<file path="config.mk">
export PLATFORM = sky130hd
export DESIGN_NAME = lbrs_ctrl
export DESIGN_NICKNAME = d
export VERILOG_FILES = /design/src/design/lbrs_pkg.sv /design/src/design/lbrs_ctrl.sv
export SDC_FILE = /design/constraint.sdc
export NUM_CORES = 1
export LEC_CHECK = 0
export BUFFER_PORTS_ARGS = -buffer_cell sky130_fd_sc_hd__buf_2
export CAP_MARGIN = 20
export CORE_AREA = 8 8 45 47
export CTS_CLUSTER_DIAMETER = 80
export DETAILED_ROUTE_END_ITERATION = 12
export DIE_AREA = 0 0 53 55
export SETUP_SLACK_MARGIN = 0.3
export SYNTH_ARGS = -nofsm -noshare
export SYNTH_HDL_FRONTEND = slang
export SYNTH_SLANG_ARGS = --single-unit
</file>
<file path="constraint.sdc">
create_clock -name clk_i -period 1.3 [get_ports clk_i]
set_input_delay 0.13 -clock clk_i [delete_from_list [all_inputs] [get_ports clk_i]]
set_output_delay 0.13 -clock clk_i [all_outputs]
set_load 0.005 [all_outputs]
</file>
<file path="src/design/lbrs_pkg.sv">
// ----------------------------------------------------------------------------
// lbrs_pkg
// shared constants and controller/datapath command and status types for the
// bucketed reservoir sampler
// ----------------------------------------------------------------------------
package lbrs_pkg;

  // field widths of the item and result
  localparam int ActW    = 1;
  localparam int TblW    = 2;
  localparam int BktW    = 10;
  localparam int IdW     = 32;
  localparam int RndW    = 31;
  localparam int SlotW   = 5;
  localparam int CntW    = 32;
  localparam int MaxOut  = 32;

  // contents reported for a slot that holds no id
  localparam logic [IdW-1:0] EMPTY_WORD = 32'h7FFF_FFFF;

  // action codes
  localparam logic [ActW-1:0] ACT_INSERT = 1'b0;
  localparam logic [ActW-1:0] ACT_QUERY  = 1'b1;

  // controller to datapath
  typedef struct packed {
    logic clr_en;        // zero one count entry of the clearing pass
    logic capture;       // latch an accepted item
    logic cnt_rd;        // read the bucket count
    logic ins_fill;      // reservoir not full: store at slot count
    logic ins_bad;       // table out of range: not stored
    logic cnt_bump;      // reservoir full: bump count, start remainder
    logic ins_div_done;  // remainder ready: store if inside the reservoir
    logic q_step;        // read and emit one query slot
  } cmd_t;

  // datapath to controller
  typedef struct packed {
    logic clr_last;
    logic is_query;
    logic tbl_valid;
    logic cnt_below;
    logic div_done;
    logic q_last;
  } sts_t;

endpackage

</file>
<file path="src/design/lbrs_ctrl.sv">
// ----------------------------------------------------------------------------
// lbrs_ctrl
// controller: clearing pass, item sequencing and query slot walk
// ----------------------------------------------------------------------------
module lbrs_ctrl (
  input  logic            clk_i,
  input  logic            rst_ni,
  input  logic            start_i,
  output logic            busy_o,
  input  lbrs_pkg::sts_t  sts_i,
  output lbrs_pkg::cmd_t  cmd_o
);
  import lbrs_pkg::*;

  localparam logic [2:0] S_CLEAR = 3'd0;
  localparam logic [2:0] S_IDLE  = 3'd1;
  localparam logic [2:0] S_RDCNT = 3'd2;
  localparam logic [2:0] S_EVAL  = 3'd3;
  localparam logic [2:0] S_DIV   = 3'd4;
  localparam logic [2:0] S_QRUN  = 3'd5;

  logic [2:0] state_q;
  logic [2:0] state_d;

  always_comb begin
    state_d = state_q;
    cmd_o   = '0;
    case (state_q)
      S_CLEAR: begin
        cmd_o.clr_en = 1'b1;
        if (sts_i.clr_last) begin
          state_d = S_IDLE;
        end
      end
      S_IDLE: begin
        if (start_i) begin
          cmd_o.capture = 1'b1;
          state_d       = S_RDCNT;
        end
      end
      S_RDCNT: begin
        cmd_o.cnt_rd = 1'b1;
        state_d      = S_EVAL;
      end
      S_EVAL: begin
        if (sts_i.is_query) begin
          state_d = S_QRUN;
        end else if (!sts_i.tbl_valid) begin
          cmd_o.ins_bad = 1'b1;
          state_d       = S_IDLE;
        end else if (sts_i.cnt_below) begin
          cmd_o.ins_fill = 1'b1;
          state_d        = S_IDLE;
        end else begin
          cmd_o.cnt_bump = 1'b1;
          state_d        = S_DIV;
        end
      end
      S_DIV: begin
        if (sts_i.div_done) begin
          cmd_o.ins_div_done = 1'b1;
          state_d            = S_IDLE;
        end
      end
      S_QRUN: begin
        cmd_o.q_step = 1'b1;
        if (sts_i.q_last) begin
          state_d = S_IDLE;
        end
      end
      default: begin
        state_d = S_IDLE;
      end
    endcase
  end

  always_ff @(posedge clk_i or negedge rst_ni) begin
    if (!rst_ni) begin
      state_q <= S_CLEAR;
    end else begin
      state_q <= state_d;
    end
  end

  assign busy_o = (state_q != S_IDLE);

endmodule

</file>
Word-level counts from Yosys, hierarchy flattened
Index checks and enable logic that the tools add are counted.
W data, S select, Z words.
{"block": "totals", "in_bits": 9, "elab_cells": 35, "output_inout_bits": 9, "regBits": 3}
{"block": "classes", "n_eq_ne": 10, "n_reduce_logical": 2, "mux": 22}
{"cell": "$mux W3", "count": 9}
{"cell": "$pmux W3 S6", "count": 1}
{"cell": "$mux W1", "count": 12}
{"cell": "$ne A2 B2 Y1 const B", "count": 4}
{"cell": "$eq A3 B2 Y1 const B", "count": 2}
{"cell": "$eq A3 B3 Y1 const B", "count": 2}
{"cell": "$reduce_and A4 Y1", "count": 1}
{"cell": "$eq A3 B1 Y1 const B", "count": 1}
{"cell": "$logic_not A3 Y1", "count": 1}
{"cell": "$ne A3 B1 Y1 const B", "count": 1}

Logic depth before layout (Yosys ltp)
Gate-level depths: netlist (run 1).
{"block": "logic_depth", "depth_word": 4, "depth_mapped": 4, "depth_no_buf": 3}

Least setup slack after synthesis (run 1)
Ideal clock, no wire load.
{"block": "synth_timing", "path_kind": "register to register", "from": "register state_q[2]", "to": "register state_q[0]", "slack_ns": 0.226, "period_less_slack_ns": 1.074, "arrival_ns": 0.953, "setup_time_ns": 0.121, "path_stages_with_launch": 4, "n_path_buf": 0, "cell_sequence": "dfrtp_1 -> and4bb_1 -> nand2_1 -> o22a_1"}
{"block": "synth_between", "elab_chain_len": 3, "word_cells_on_any_way": 12}
{"element": "start: declaration", "line": "lbrs_ctrl.sv:22", "text": "logic [2:0] state_q;"}
{"element": "start signal: assignment", "line": "lbrs_ctrl.sv:81", "text": "state_q <= state_d;"}
{"element": "$eq A3 B3 Y1, or another cell as far along", "line": "lbrs_ctrl.sv:28", "text": "case (state_q)"}
{"element": "$ne A2 B2 Y1 (no source line)"}
{"element": "$reduce_and A4 Y1 (no source line)"}
Parallel ways exist; a longest one is shown, timed or not.
A chain may end at the register's enable or synchronous reset.

==> results of run 1 <==
[Yosys cell counts]
cell / instances
sky130_fd_sc_hd__nand2_1: 4
sky130_fd_sc_hd__a21oi_1: 1
sky130_fd_sc_hd__and4bb_1: 1
sky130_fd_sc_hd__nor2b_1: 2
sky130_fd_sc_hd__o211ai_1: 1
sky130_fd_sc_hd__o21ai_0: 1
sky130_fd_sc_hd__buf_2: 1
sky130_fd_sc_hd__nor3_1: 1
sky130_fd_sc_hd__nor2b_2: 1
sky130_fd_sc_hd__nor2_1: 3
sky130_fd_sc_hd__nand3b_1: 1
sky130_fd_sc_hd__a22oi_1: 1
sky130_fd_sc_hd__nand2b_1: 3
sky130_fd_sc_hd__inv_1: 1
sky130_fd_sc_hd__o22a_1: 1
sky130_fd_sc_hd__and3_1: 1
sky130_fd_sc_hd__mux2i_1: 1
sky130_fd_sc_hd__and3b_1: 1
sky130_fd_sc_hd__nor3b_1: 1
sky130_fd_sc_hd__dfrtp_1: 3
[per-stage QoR]
stage               setup WS, ps  instances  hold WS, ps
global placement             165         62        -70.3
global route                -138         76          184
detailed placement           143         62        -73.4
CTS                        -61.5         72          166
finish                     -60.3         76          164
floorplan                    227         30         -166
[area by class of cell]
type	count	share of cell area
inverters	1	0.00763
clock buffers	4	0.0534
repair buffers	27	0.361
well taps	16	0.0407
flip-flops and latches	3	0.160
multi-input cells	25	0.377
[power groups by stage]
stage,clock (µW),combinational [µW],sequential (µW)
3_5_place_dp,0,336,229
2_1_floorplan,0,242,183
3_3_place_gp,0,337,223
6_report,169,699,204
5_1_grt,179,759,211
4_1_cts,175,523,215
[critical path, stage by stage (launching register included)]
cell,delay (ps)
sky130_fd_sc_hd__dfrtp_2,430
sky130_fd_sc_hd__buf_4,150
sky130_fd_sc_hd__nor2b_4,140
sky130_fd_sc_hd__and3b_1,170
sky130_fd_sc_hd__buf_2,110
[final timing paths]
check / to / cells past startpoint / startpoint
worst max register to register: state_q[0]$_DFFE_PN0P_ / 5 / state_q[2]$_DFFE_PN0P_
worst min-delay path: state_q[2]$_DFFE_PN0P_ / 4 / sts_i[0]
min in group asynchronous: state_q[0]$_DFFE_PN0P_ / 2 / rst_ni
worst max-delay path: cmd_o[6] / 4 / state_q[2]$_DFFE_PN0P_
worst min register to register: state_q[1]$_DFFE_PN0P_ / 1 / state_q[2]$_DFFE_PN0P_
max in group asynchronous: state_q[1]$_DFFE_PN0P_ / 2 / rst_ni
[layer usage]
layer  global-route usage  vias to the layer above  share of wire
met3               0.0348                        0           0.12
met5                    0                        -              0
met2               0.0918                       13           0.47
met4               0.0647                        0              0
met1               0.0656                      139           0.42
li1                     -                      165              -
[repair_timing]
action,CTS,global route
endpoints found under the hold margin,3,0
gates resized for setup,7,6
hold buffers,1,0
pin swaps,2,3
buffers inserted,5,4
endpoints found under the setup margin,11,11
[kinds of logic after synthesis]
group / Yosys count / share of synthesized area
compound gates: 5 / 0.140
buf+inv: 2 / 0.0362
mux: 1 / 0.0415
flops: 3 / 0.311
simple gates: 19 / 0.472
==> results list, run 1 <==
- By area the synthesized netlist is led by sky130_fd_sc_hd__dfrtp_1, sky130_fd_sc_hd__nand2b_1, sky130_fd_sc_hd__nand2_1.
- Yosys top cell area share: 0.311
- The placed instances occupy a cell area of 342 µm².
- Unrepaired setup endpoints after global routing: yes
* Via density per instance: 4.17
- Clock-pin slew was measured on the worst setup and hold paths at 40 ps.
- Starting DRT DRC Count: 3
* Wire length of the first global-routing pass: 1.36 mm
* Yosys cell types: 20
* Register area share after synthesis: 0.311
- Footprint of the multi-input gates: 185 µm²
* Buffer depth of the longest clock path: 2
* Final worst path period share: 1.05
- Along the worst path, the maximum fanout reaches 5.
- Clock network fraction of total power: 0.158
- DRT Wirelength: 883 µm
- Across the whole layout, storage elements account for 78.8 µm².
- Static timing analysis puts the maximum clock frequency at 735 MHz.
- Core Box Area: 0.00138 mm²
* Fraction of layout cells with a size suffix above 1: 0.617
* Final Skew: 4.44 ps
- Critical Path End Type: output port
* Critical path arrival: 1230 ps
- Number of H-tree branching levels: 1
* Synth Instances: 30
* Total clock sinks: 3
- Pin count of the biggest net entering global routing: 8
- Across all setup checks in the final design, the least slack found is -60.3 ps.
- Max Transition Viols Final: 0
* Clock latency of the later-clocked register in the worst-skew pair: 240 ps
* Via count of the first global-routing pass: 352
- The die is 55 µm tall.
* R2R setup slack: 90 ps
- Mapped Avg Cell Area: 8.05 µm²
* Sequential fraction of design power: 0.190
- The min-delay analysis places its worst path in the category primary input to register.
- Nets@finish: 70
- Worst-Margin Slew: 189 ps
* Biggest area consumer among synthesized cells: sky130_fd_sc_hd__dfrtp_1
* Setup Total Neg Slack: -151 ps
- Largest voltage drop on the vdd net: 0.751 mV
- Drt drc: 0
* All-Layer GR Usage: 0.0646
- Post-Synthesis Cell Area: 241 µm²
* I/O Pins: 18
* Number of buffers created by CTS: 3
* First-pass DRT Iterations: 2
* Highest-count cells in the layout ignoring fill and taps: sky130_fd_sc_hd__buf_2, sky130_fd_sc_hd__buf_4, sky130_fd_sc_hd__nand2_1, sky130_fd_sc_hd__buf_6
- Summed over all layers, the global routing overflow is 0.
- NetSw: 379 µW
- Counting flops and latches in the post-synthesis netlist gives 3.
- STA puts the critical path data required time at 1170 ps.
- Synthesis Warnings: 0
* Count of antenna diodes in the layout: 0
- Internal Pwr Total: 692 µW
- HPWL after DPL: 570 µm
- The cell sitting at the root of the clock tree is a sky130_fd_sc_hd__clkbuf_4.
- Summed over all cells, the static leakage comes to 0.000269 µW.
* Switching Fraction: 0.354
* Number of antenna violations at the first check in global routing: 0
- Of the total power, combinational logic draws 0.652.
* Final Hold Viols: 0
* Setup CP Type: register to output port
- The run finished, with violations left.
- Reported max-cap violation count: 0
* Standard-cell rows: 14
- Total die area: 0.00292 mm²
- Power density cells: 2180 mW/mm²
* Clock tree from TritonCTS: yes
* Count of filler cells inserted in the layout: 145
* Starting utilization of the core area: 0.175
* Buffers added on ports: 17
* Final critical-path required period: 1360 ps
- The count of nets left with antenna violations once routing finished came out at 0.
- Critical path launch point type: register
* Commonest non-fill, non-tap cell in the layout: sky130_fd_sc_hd__buf_2
* Failing checks: setup timing
- Compared with the post-synthesis result, the final layout area differs by 104%.
- Rel. slew slack: 0.874
- X dimension of the die: 53 µm
- Finish-stage setup viols: 5
* Total design power: 1070 µW
* Average wire per cell in the routed design: 11.6 µm
- The final route contains 317 vias.
* Post-Syn Nets: 39
- The finished cells cover 492 µm².
- Placer congestion estimate: 0.762
* Flip-flop count of the largest register after layout: 3
* Final Core Density: 0.355
- The largest registers in the layout are state_q x3.
- The register with the most flip-flops in the final layout is state_q.
Power figures use the tool's default switching activity.
==> run 2, diff against run 1 <==
Settings changed: SKIP_CTS_REPAIR_TIMING set to 1.
==> results list, run 2 (same netlist as run 1, synthesis figures left out) <==
- Worst reg2reg path depth: 5 (unchanged)
- The relative slew slack was 0.880 (was 0.874).
- All-Layer GR Usage: 0.0591 (was 0.0646)
- Status: finished with violations (unchanged)
* DR vias: 299 (was 317)
- The register name with the most flops is state_q (unchanged).
* Worst reg2reg path startpoint: state_q[2]$_DFFE_PN0P_ (unchanged)
- The power per cell area is 2140 mW/mm² (was 2180 mW/mm²).
- Clock root buffer: sky130_fd_sc_hd__clkbuf_4 (unchanged)
- DRT Wirelength: 897 µm (was 883 µm)
- The sum of overflow across all layers after global routing was 0 (unchanged).
* I/O Pins: 18 (unchanged)
* Setup CP Type: register to output port (unchanged)
- The flip-flop count of the largest register after layout was 3 (unchanged).
- Unrepaired setup endpoints after global routing: yes (unchanged)
* Wire length of the first global-routing pass: 1.24 mm (was 1.36 mm)
- Reported max-cap violation count: 0 (unchanged)
- The upper clock frequency limit came to 741 MHz (was 735 MHz).
* Average wire per cell in the routed design: 12.5 µm (was 11.6 µm)
* Class of the tightest hold or removal check: primary input to register (unchanged)
* Drt drc: 0 (unchanged)
* Worst Slack Setup Final: -50.3 ps (was -60.3 ps)
- Commonest non-fill, non-tap cell in the layout: sky130_fd_sc_hd__buf_2 (unchanged)
- Count of antenna diodes in the layout: 0 (unchanged)
- Final Hold Viols: 0 (unchanged)
* X dimension of the die: 53 µm (unchanged)
- The kind of start point of the critical path was a register (unchanged).
* Post-route design area: 438 µm² (was 492 µm²)
- The final net count is 66 (was 70).
* Total clock sinks: 3 (unchanged)
* Critical path destination: cmd_o[2] (was cmd_o[6])
* Remaining antenna violation count after routing: 0 (unchanged)
- Clock latency of the later-clocked register in the worst-skew pair: 240 ps (about the same)
- The power after layout came to 936 µW (was 1070 µW).
- HPWL after DPL: 570 µm (unchanged)
* Regs by FF count: state_q x3 (unchanged)
- The die outline height was 55 µm (unchanged).
- The total instance count after detailed placement is 62 (unchanged).
- The critical path required time was 1170 ps (about the same).
- Post-Place Cell Area: 342 µm² (unchanged)
- The max-slew violation count is 0 (unchanged).
* Area added between synthesis and finish: 81.3% (was 104%)
* Number of buffers created by CTS: 3 (unchanged)
- Worst-Margin Slew: 181 ps (was 189 ps)
- Final Core Density: 0.316 (was 0.355)
- Highest-count cells in the layout ignoring fill and taps: sky130_fd_sc_hd__buf_2, sky130_fd_sc_hd__buf_4 (was sky130_fd_sc_hd__buf_2, sky130_fd_sc_hd__buf_4, sky130_fd_sc_hd__nand2_1, sky130_fd_sc_hd__buf_6).
* Number of antenna violations at the first check in global routing: 0 (unchanged)
- R2R setup slack: 60 ps (was 90 ps)
- The largest net degree at the start of global routing is 11 (was 8).
* Final Skew: 6.51 ps (was 4.44 ps)
* Critical Path End Type: output port (unchanged)
* Fraction of layout cells with a size suffix above 1: 0.589 (was 0.617)
* Launch point of the critical path: state_q[2]$_DFFE_PN0P_ (unchanged)
* Final critical-path required period: 1350 ps (was 1360 ps)
- The number of H-tree branching levels is 1 (unchanged).
- Largest voltage drop on the vdd net: 0.587 mV (was 0.751 mV)
- Placer congestion estimate: 0.762 (unchanged)
- Starting utilization of the core area: 0.175 (unchanged)
- Setup Total Neg Slack: -184 ps (was -151 ps)
- The signal arrival time at the worst endpoint was 1220 ps (was 1230 ps).
- The count of port buffers added during placement was 17 (unchanged).
- Standard-cell rows: 14 (unchanged)
- Buffer depth of the longest clock path: 2 (unchanged)
- The part of the cycle the worst path needs was 1.04 (was 1.05).
* Via count of the first global-routing pass: 314 (was 352)
* Core Box Area: 0.00138 mm² (unchanged)
- The setup-violating endpoint count in the final report was 5 (unchanged).
* First-pass DRT Iterations: 2 (unchanged)
* Total die area: 0.00292 mm² (unchanged)
- The filler cell count was 158 (was 145).
- Worst hold path stage count: 2 (was 4)
- Max Fanout on Critical Path: 3 (was 5)
* Post-CTS clock slew at the launch and capture registers of the worst setup and hold paths: 40 ps (about the same)
- The number of non-filler instances in the completed layout came to 72 (was 76).
- Via density per instance: 4.15 (was 4.17)
- FF-to-FF End: state_q[0]$_DFFE_PN0P_ (unchanged)
* Failing checks: setup timing (unchanged)
- The leakage power total is 0.000234 µW (was 0.000269 µW).
* Starting DRT DRC Count: 1 (was 3)
* Clock tree from TritonCTS: yes (unchanged)
run 2: cell count changes in the layout (fill, tap and decap cells not counted):
cell | before | now
sky130_fd_sc_hd__buf_6 | 4 | 0
sky130_fd_sc_hd__a21oi_1 | 1 | 0
sky130_fd_sc_hd__a21oi_2 | 0 | 1
sky130_fd_sc_hd__inv_1 | 1 | 0
sky130_fd_sc_hd__inv_2 | 0 | 1
sky130_fd_sc_hd__nand2_1 | 4 | 3
sky130_fd_sc_hd__nand2_2 | 0 | 1
sky130_fd_sc_hd__nand2b_1 | 1 | 2
sky130_fd_sc_hd__nand2b_4 | 2 | 1
sky130_fd_sc_hd__nor2_1 | 2 | 3
sky130_fd_sc_hd__nor2_2 | 1 | 0
sky130_fd_sc_hd__nor3b_1 | 0 | 1
sky130_fd_sc_hd__nor3b_2 | 1 | 0
run 2: worst min path at each step:
stage / from / to / slack, ps
global route: sts_i[2] / state_q[0]$_DFFE_PN0P_ / 190
finish: sts_i[2] / state_q[0]$_DFFE_PN0P_ / 180
CTS: rst_ni / state_q[0]$_DFFE_PN0P_ / -330
floorplan: rst_ni / state_q[0]$_DFFE_PN0P_ / -170
detailed placement: rst_ni / state_q[0]$_DFFE_PN0P_ / -70
global placement: rst_ni / state_q[0]$_DFFE_PN0P_ / -70
run 2: cell type report:
| class | count | area (µm²) | share of cell area |
|---|---|---|---|
| Clock buffer | 4 | 26.3 | 0.0600 |
| Timing Repair Buffer | 23 | 133 | 0.303 |
| Multi-Input combinational cell | 25 | 176 | 0.403 |
| Tap cell | 16 | 20.0 | 0.0457 |
| Inverter | 1 | 3.75 | 0.00857 |
| Sequential cell | 3 | 78.8 | 0.180 |
run 2: worst max-delay path, cell delays in order, from the launching register on:
cell and delay [ps]:
sky130_fd_sc_hd__dfrtp_2 410, sky130_fd_sc_hd__and4bb_1 310, sky130_fd_sc_hd__nand2_2 70, sky130_fd_sc_hd__nor2_1 80
sky130_fd_sc_hd__buf_2 110
run 2: metrics by stage:
step	worst slack [ps]	hold slack [ps]
floorplan	227	-166
global placement	165	-70.3
detailed placement	143	-73.4
CTS	-117	-327
global route	-125	188
finish	-50.3	181
run 2: power by group:
group          leakage [µW]  internal [µW]  switching [µW]
clock network     0.0000150            116            55.4
registers         0.0000332            145            65.4
logic              0.000186            318             236
run 2: per-layer routing:
metal  up-vias  track usage  wire (µm)
met1       130       0.0656        355
met2        13       0.0742        438
met4         0       0.0647          0
met3         0       0.0321        103
met5         -            0          0
li1        156            -          -
==> run 3, diff against run 2 <==
Settings changed: BUFFER_PORTS_ARGS -buffer_cell sky130_fd_sc_hd__buf_2 to not set, DONT_BUFFER_PORTS set to 1.
==> results list, run 3 (same netlist as run 1, synthesis figures left out) <==
- Finish-stage setup viols: 1 (was 5)
- The average detailed-routed wire length per instance came to 14.7 µm (was 12.5 µm).
- Final Skew: 2.32 ps (was 6.51 ps)
- The type of the setup path with the least slack is register to output port (unchanged).
* Required @ worst endpoint: 1170 ps (about the same)
- Reported max-cap violation count: 0 (unchanged)
* Power density cells: 2200 mW/mm² (was 2140 mW/mm²)
- The total count of hold-check failures in the final report came to 0 (unchanged).
- The max-slew violation count came to 0 (unchanged).
- Standard-cell rows: 14 (unchanged)
- Worst-Margin Slew: 265 ps (was 181 ps)
- The initial antenna violation count came to 0 (unchanged).
- Pin count of the biggest net entering global routing: 9 (was 11)
- Placed Cells: 46 (was 62)
- Max Fanout on Critical Path: 5 (was 3)
* Regs by FF count: state_q x3 (unchanged)
- The detailed-router iteration count before antenna repair came to 2 (unchanged).
- The chip width is 53 µm (unchanged).
- The total half-perimeter wirelength after legalization and detailed placement was 587 µm (was 570 µm).
* Area added between synthesis and finish: 53.9% (was 81.3%)
* Final worst path period share: 1.01 (was 1.04)
* Core Box Area: 0.00138 mm² (unchanged)
* Via density per instance: 4.56 (was 4.15)
* I/O Pins: 18 (unchanged)
- The CTS root buffer was sky130_fd_sc_hd__clkbuf_4 (unchanged).
- Post-CTS clock slew at the launch and capture registers of the worst setup and hold paths: 40 ps (about the same)
- Worst Slack Setup Final: -9.18 ps (was -50.3 ps)
- The total negative slack came to -9.18 ps (was -184 ps).
- Worst min-delay path startpoint: sts_i[2] (unchanged)
- Floorplan die height: 55 µm (unchanged)
- The class of the most critical hold timing path was primary input to register (unchanged).
- Launch point of the critical path: state_q[2]$_DFFE_PN0P_ (unchanged)
- The worst vdd rail ir drop was 0.637 mV (was 0.587 mV).
- Unrepaired setup endpoints after global routing: yes (unchanged)
* Final critical-path required period: 1310 ps (was 1350 ps)
- The via count of the first global-routing pass was 247 (was 314).
* Clock tree from TritonCTS: yes (unchanged)
- The area enclosed by the die boundary is 0.00292 mm² (unchanged).
- The startpoint of the lowest-slack register-to-register path was state_q[2]$_DFFE_PN0P_ (unchanged).
- The clock latency reported for the late side of the worst-skew pair was 230 ps (was 240 ps).
- The leakage power total came to 0.000151 µW (was 0.000234 µW).
- Placer congestion estimate: 0.742 (was 0.762)
- The number of vias after detailed routing was 251 (was 299).
- The count of port buffers added during placement is 0 (was 17).
* Total overflow reported by the global router: 0 (unchanged)
* Critical path launch point type: register (unchanged)
- Commonest non-fill, non-tap cell in the layout: sky130_fd_sc_hd__buf_4 (was sky130_fd_sc_hd__buf_2)
* Drt drc: 0 (unchanged)
- The total wirelength of the detailed-routed design came to 809 µm (was 897 µm).
- Rel. slew slack: 0.823 (was 0.880)
- Final Core Density: 0.269 (was 0.316)
* All-Layer GR Usage: 0.0541 (was 0.0591)
- The wire length on met1 is 348 µm (was 355 µm).
- Met2 routed wirelength: 311 µm (was 438 µm)
- Nets@finish: 49 (was 66)
- The effective utilization at floorplan is 0.175 (unchanged).
- The number of H-tree branching levels is 1 (unchanged).
* Number of buffers created by CTS: 3 (unchanged)
* Fraction of layout cells with a size suffix above 1: 0.462 (was 0.589)
- The smallest hold slack is 42.3 ps (was 181 ps).
- Status: finished with violations (unchanged).
- The initial detailed-routing violation count is 1 (unchanged).
* Buffer depth of the longest clock path: 2 (unchanged)
- The signal arrival time at the worst endpoint came to 1180 ps (was 1220 ps).
- Highest-count cells in the layout ignoring fill and taps: sky130_fd_sc_hd__buf_4, sky130_fd_sc_hd__nor2_4, sky130_fd_sc_hd__nand2_1, sky130_fd_sc_hd__clkbuf_4 (was sky130_fd_sc_hd__buf_2, sky130_fd_sc_hd__buf_4).
- Layout Cells excl Fill: 55 (was 72)
* Wire length on met3: 149 µm (was 103 µm)
- Failing checks: setup timing (unchanged).
- The antenna cell count was 0 (unchanged).
- The top layer reached by signal wires is met3 (unchanged).
- The wire length of the first global-routing pass was 1.09 mm (was 1.24 mm).
* Flip-flop count of the largest register after layout: 3 (unchanged)
- The clock sink count came to 3 (unchanged).
- Critical Path End Type: output port (unchanged)
- Count of filler cells inserted in the layout: 161 (was 158)
- Register bank with the most flops: state_q (unchanged)
- The upper clock frequency limit is 764 MHz (was 741 MHz).
- Remaining antenna violation count after routing: 0 (unchanged)
[run 3: final timing paths]
kind	endpoint	slack, ps	cells past startpoint
hold / removal	state_q[0]$_DFFE_PN0P_	40	1
setup reg to reg	state_q[0]$_DFFE_PN0P_	40	4
max in group asynchronous	state_q[2]$_DFFE_PN0P_	980	1
hold reg to reg	state_q[1]$_DFFE_PN0P_	630	2
min in group asynchronous	state_q[0]$_DFFE_PN0P_	150	1
setup / recovery	cmd_o[2]	-9	3
[run 3: final cells by class]
cell class,count,area (µm²),area share
multi-input combinational,25,193,0.519
sequential,3,77.6,0.209
timing repair buffer,6,51.3,0.138
clock buffer,4,26.3,0.0707
tap,16,20.0,0.0539
inverter,1,3.75,0.0101
[run 3: metrics by stage]
| stage | area (µm²) | total power (µW) | setup slack [ps] |
|---|---|---|---|
| final | 372 | 817 | -9.18 |
| after detailed placement | 264 | 506 | 144 |
| after floorplan | 241 | 425 | 227 |
| after global placement | 264 | 499 | 164 |
| after CTS | 290 | 681 | -72.7 |
| after global routing | 372 | 901 | -82.8 |
[run 3: where the power goes]
| part | total (µW) | internal, µW | switching, µW |
|---|---|---|---|
| Sequential | 212 | 143 | 68.8 |
| Clock | 165 | 115 | 49.5 |
| Combinational | 440 | 230 | 210 |
| Total | 817 | 488 | 328 |
[run 3: per-layer routing]
metal	track usage	up-vias
met2	0.0625	16
met5	0	-
met3	0.0535	0
met4	0.0259	0
li1	-	124
met1	0.0624	111
[run 3: critical path: stages, from the launching register on]
cell and delay [ps]:
sky130_fd_sc_hd__dfrtp_2 430, sky130_fd_sc_hd__and4bb_2 330, sky130_fd_sc_hd__nand2_2 80, sky130_fd_sc_hd__nor2_4 110
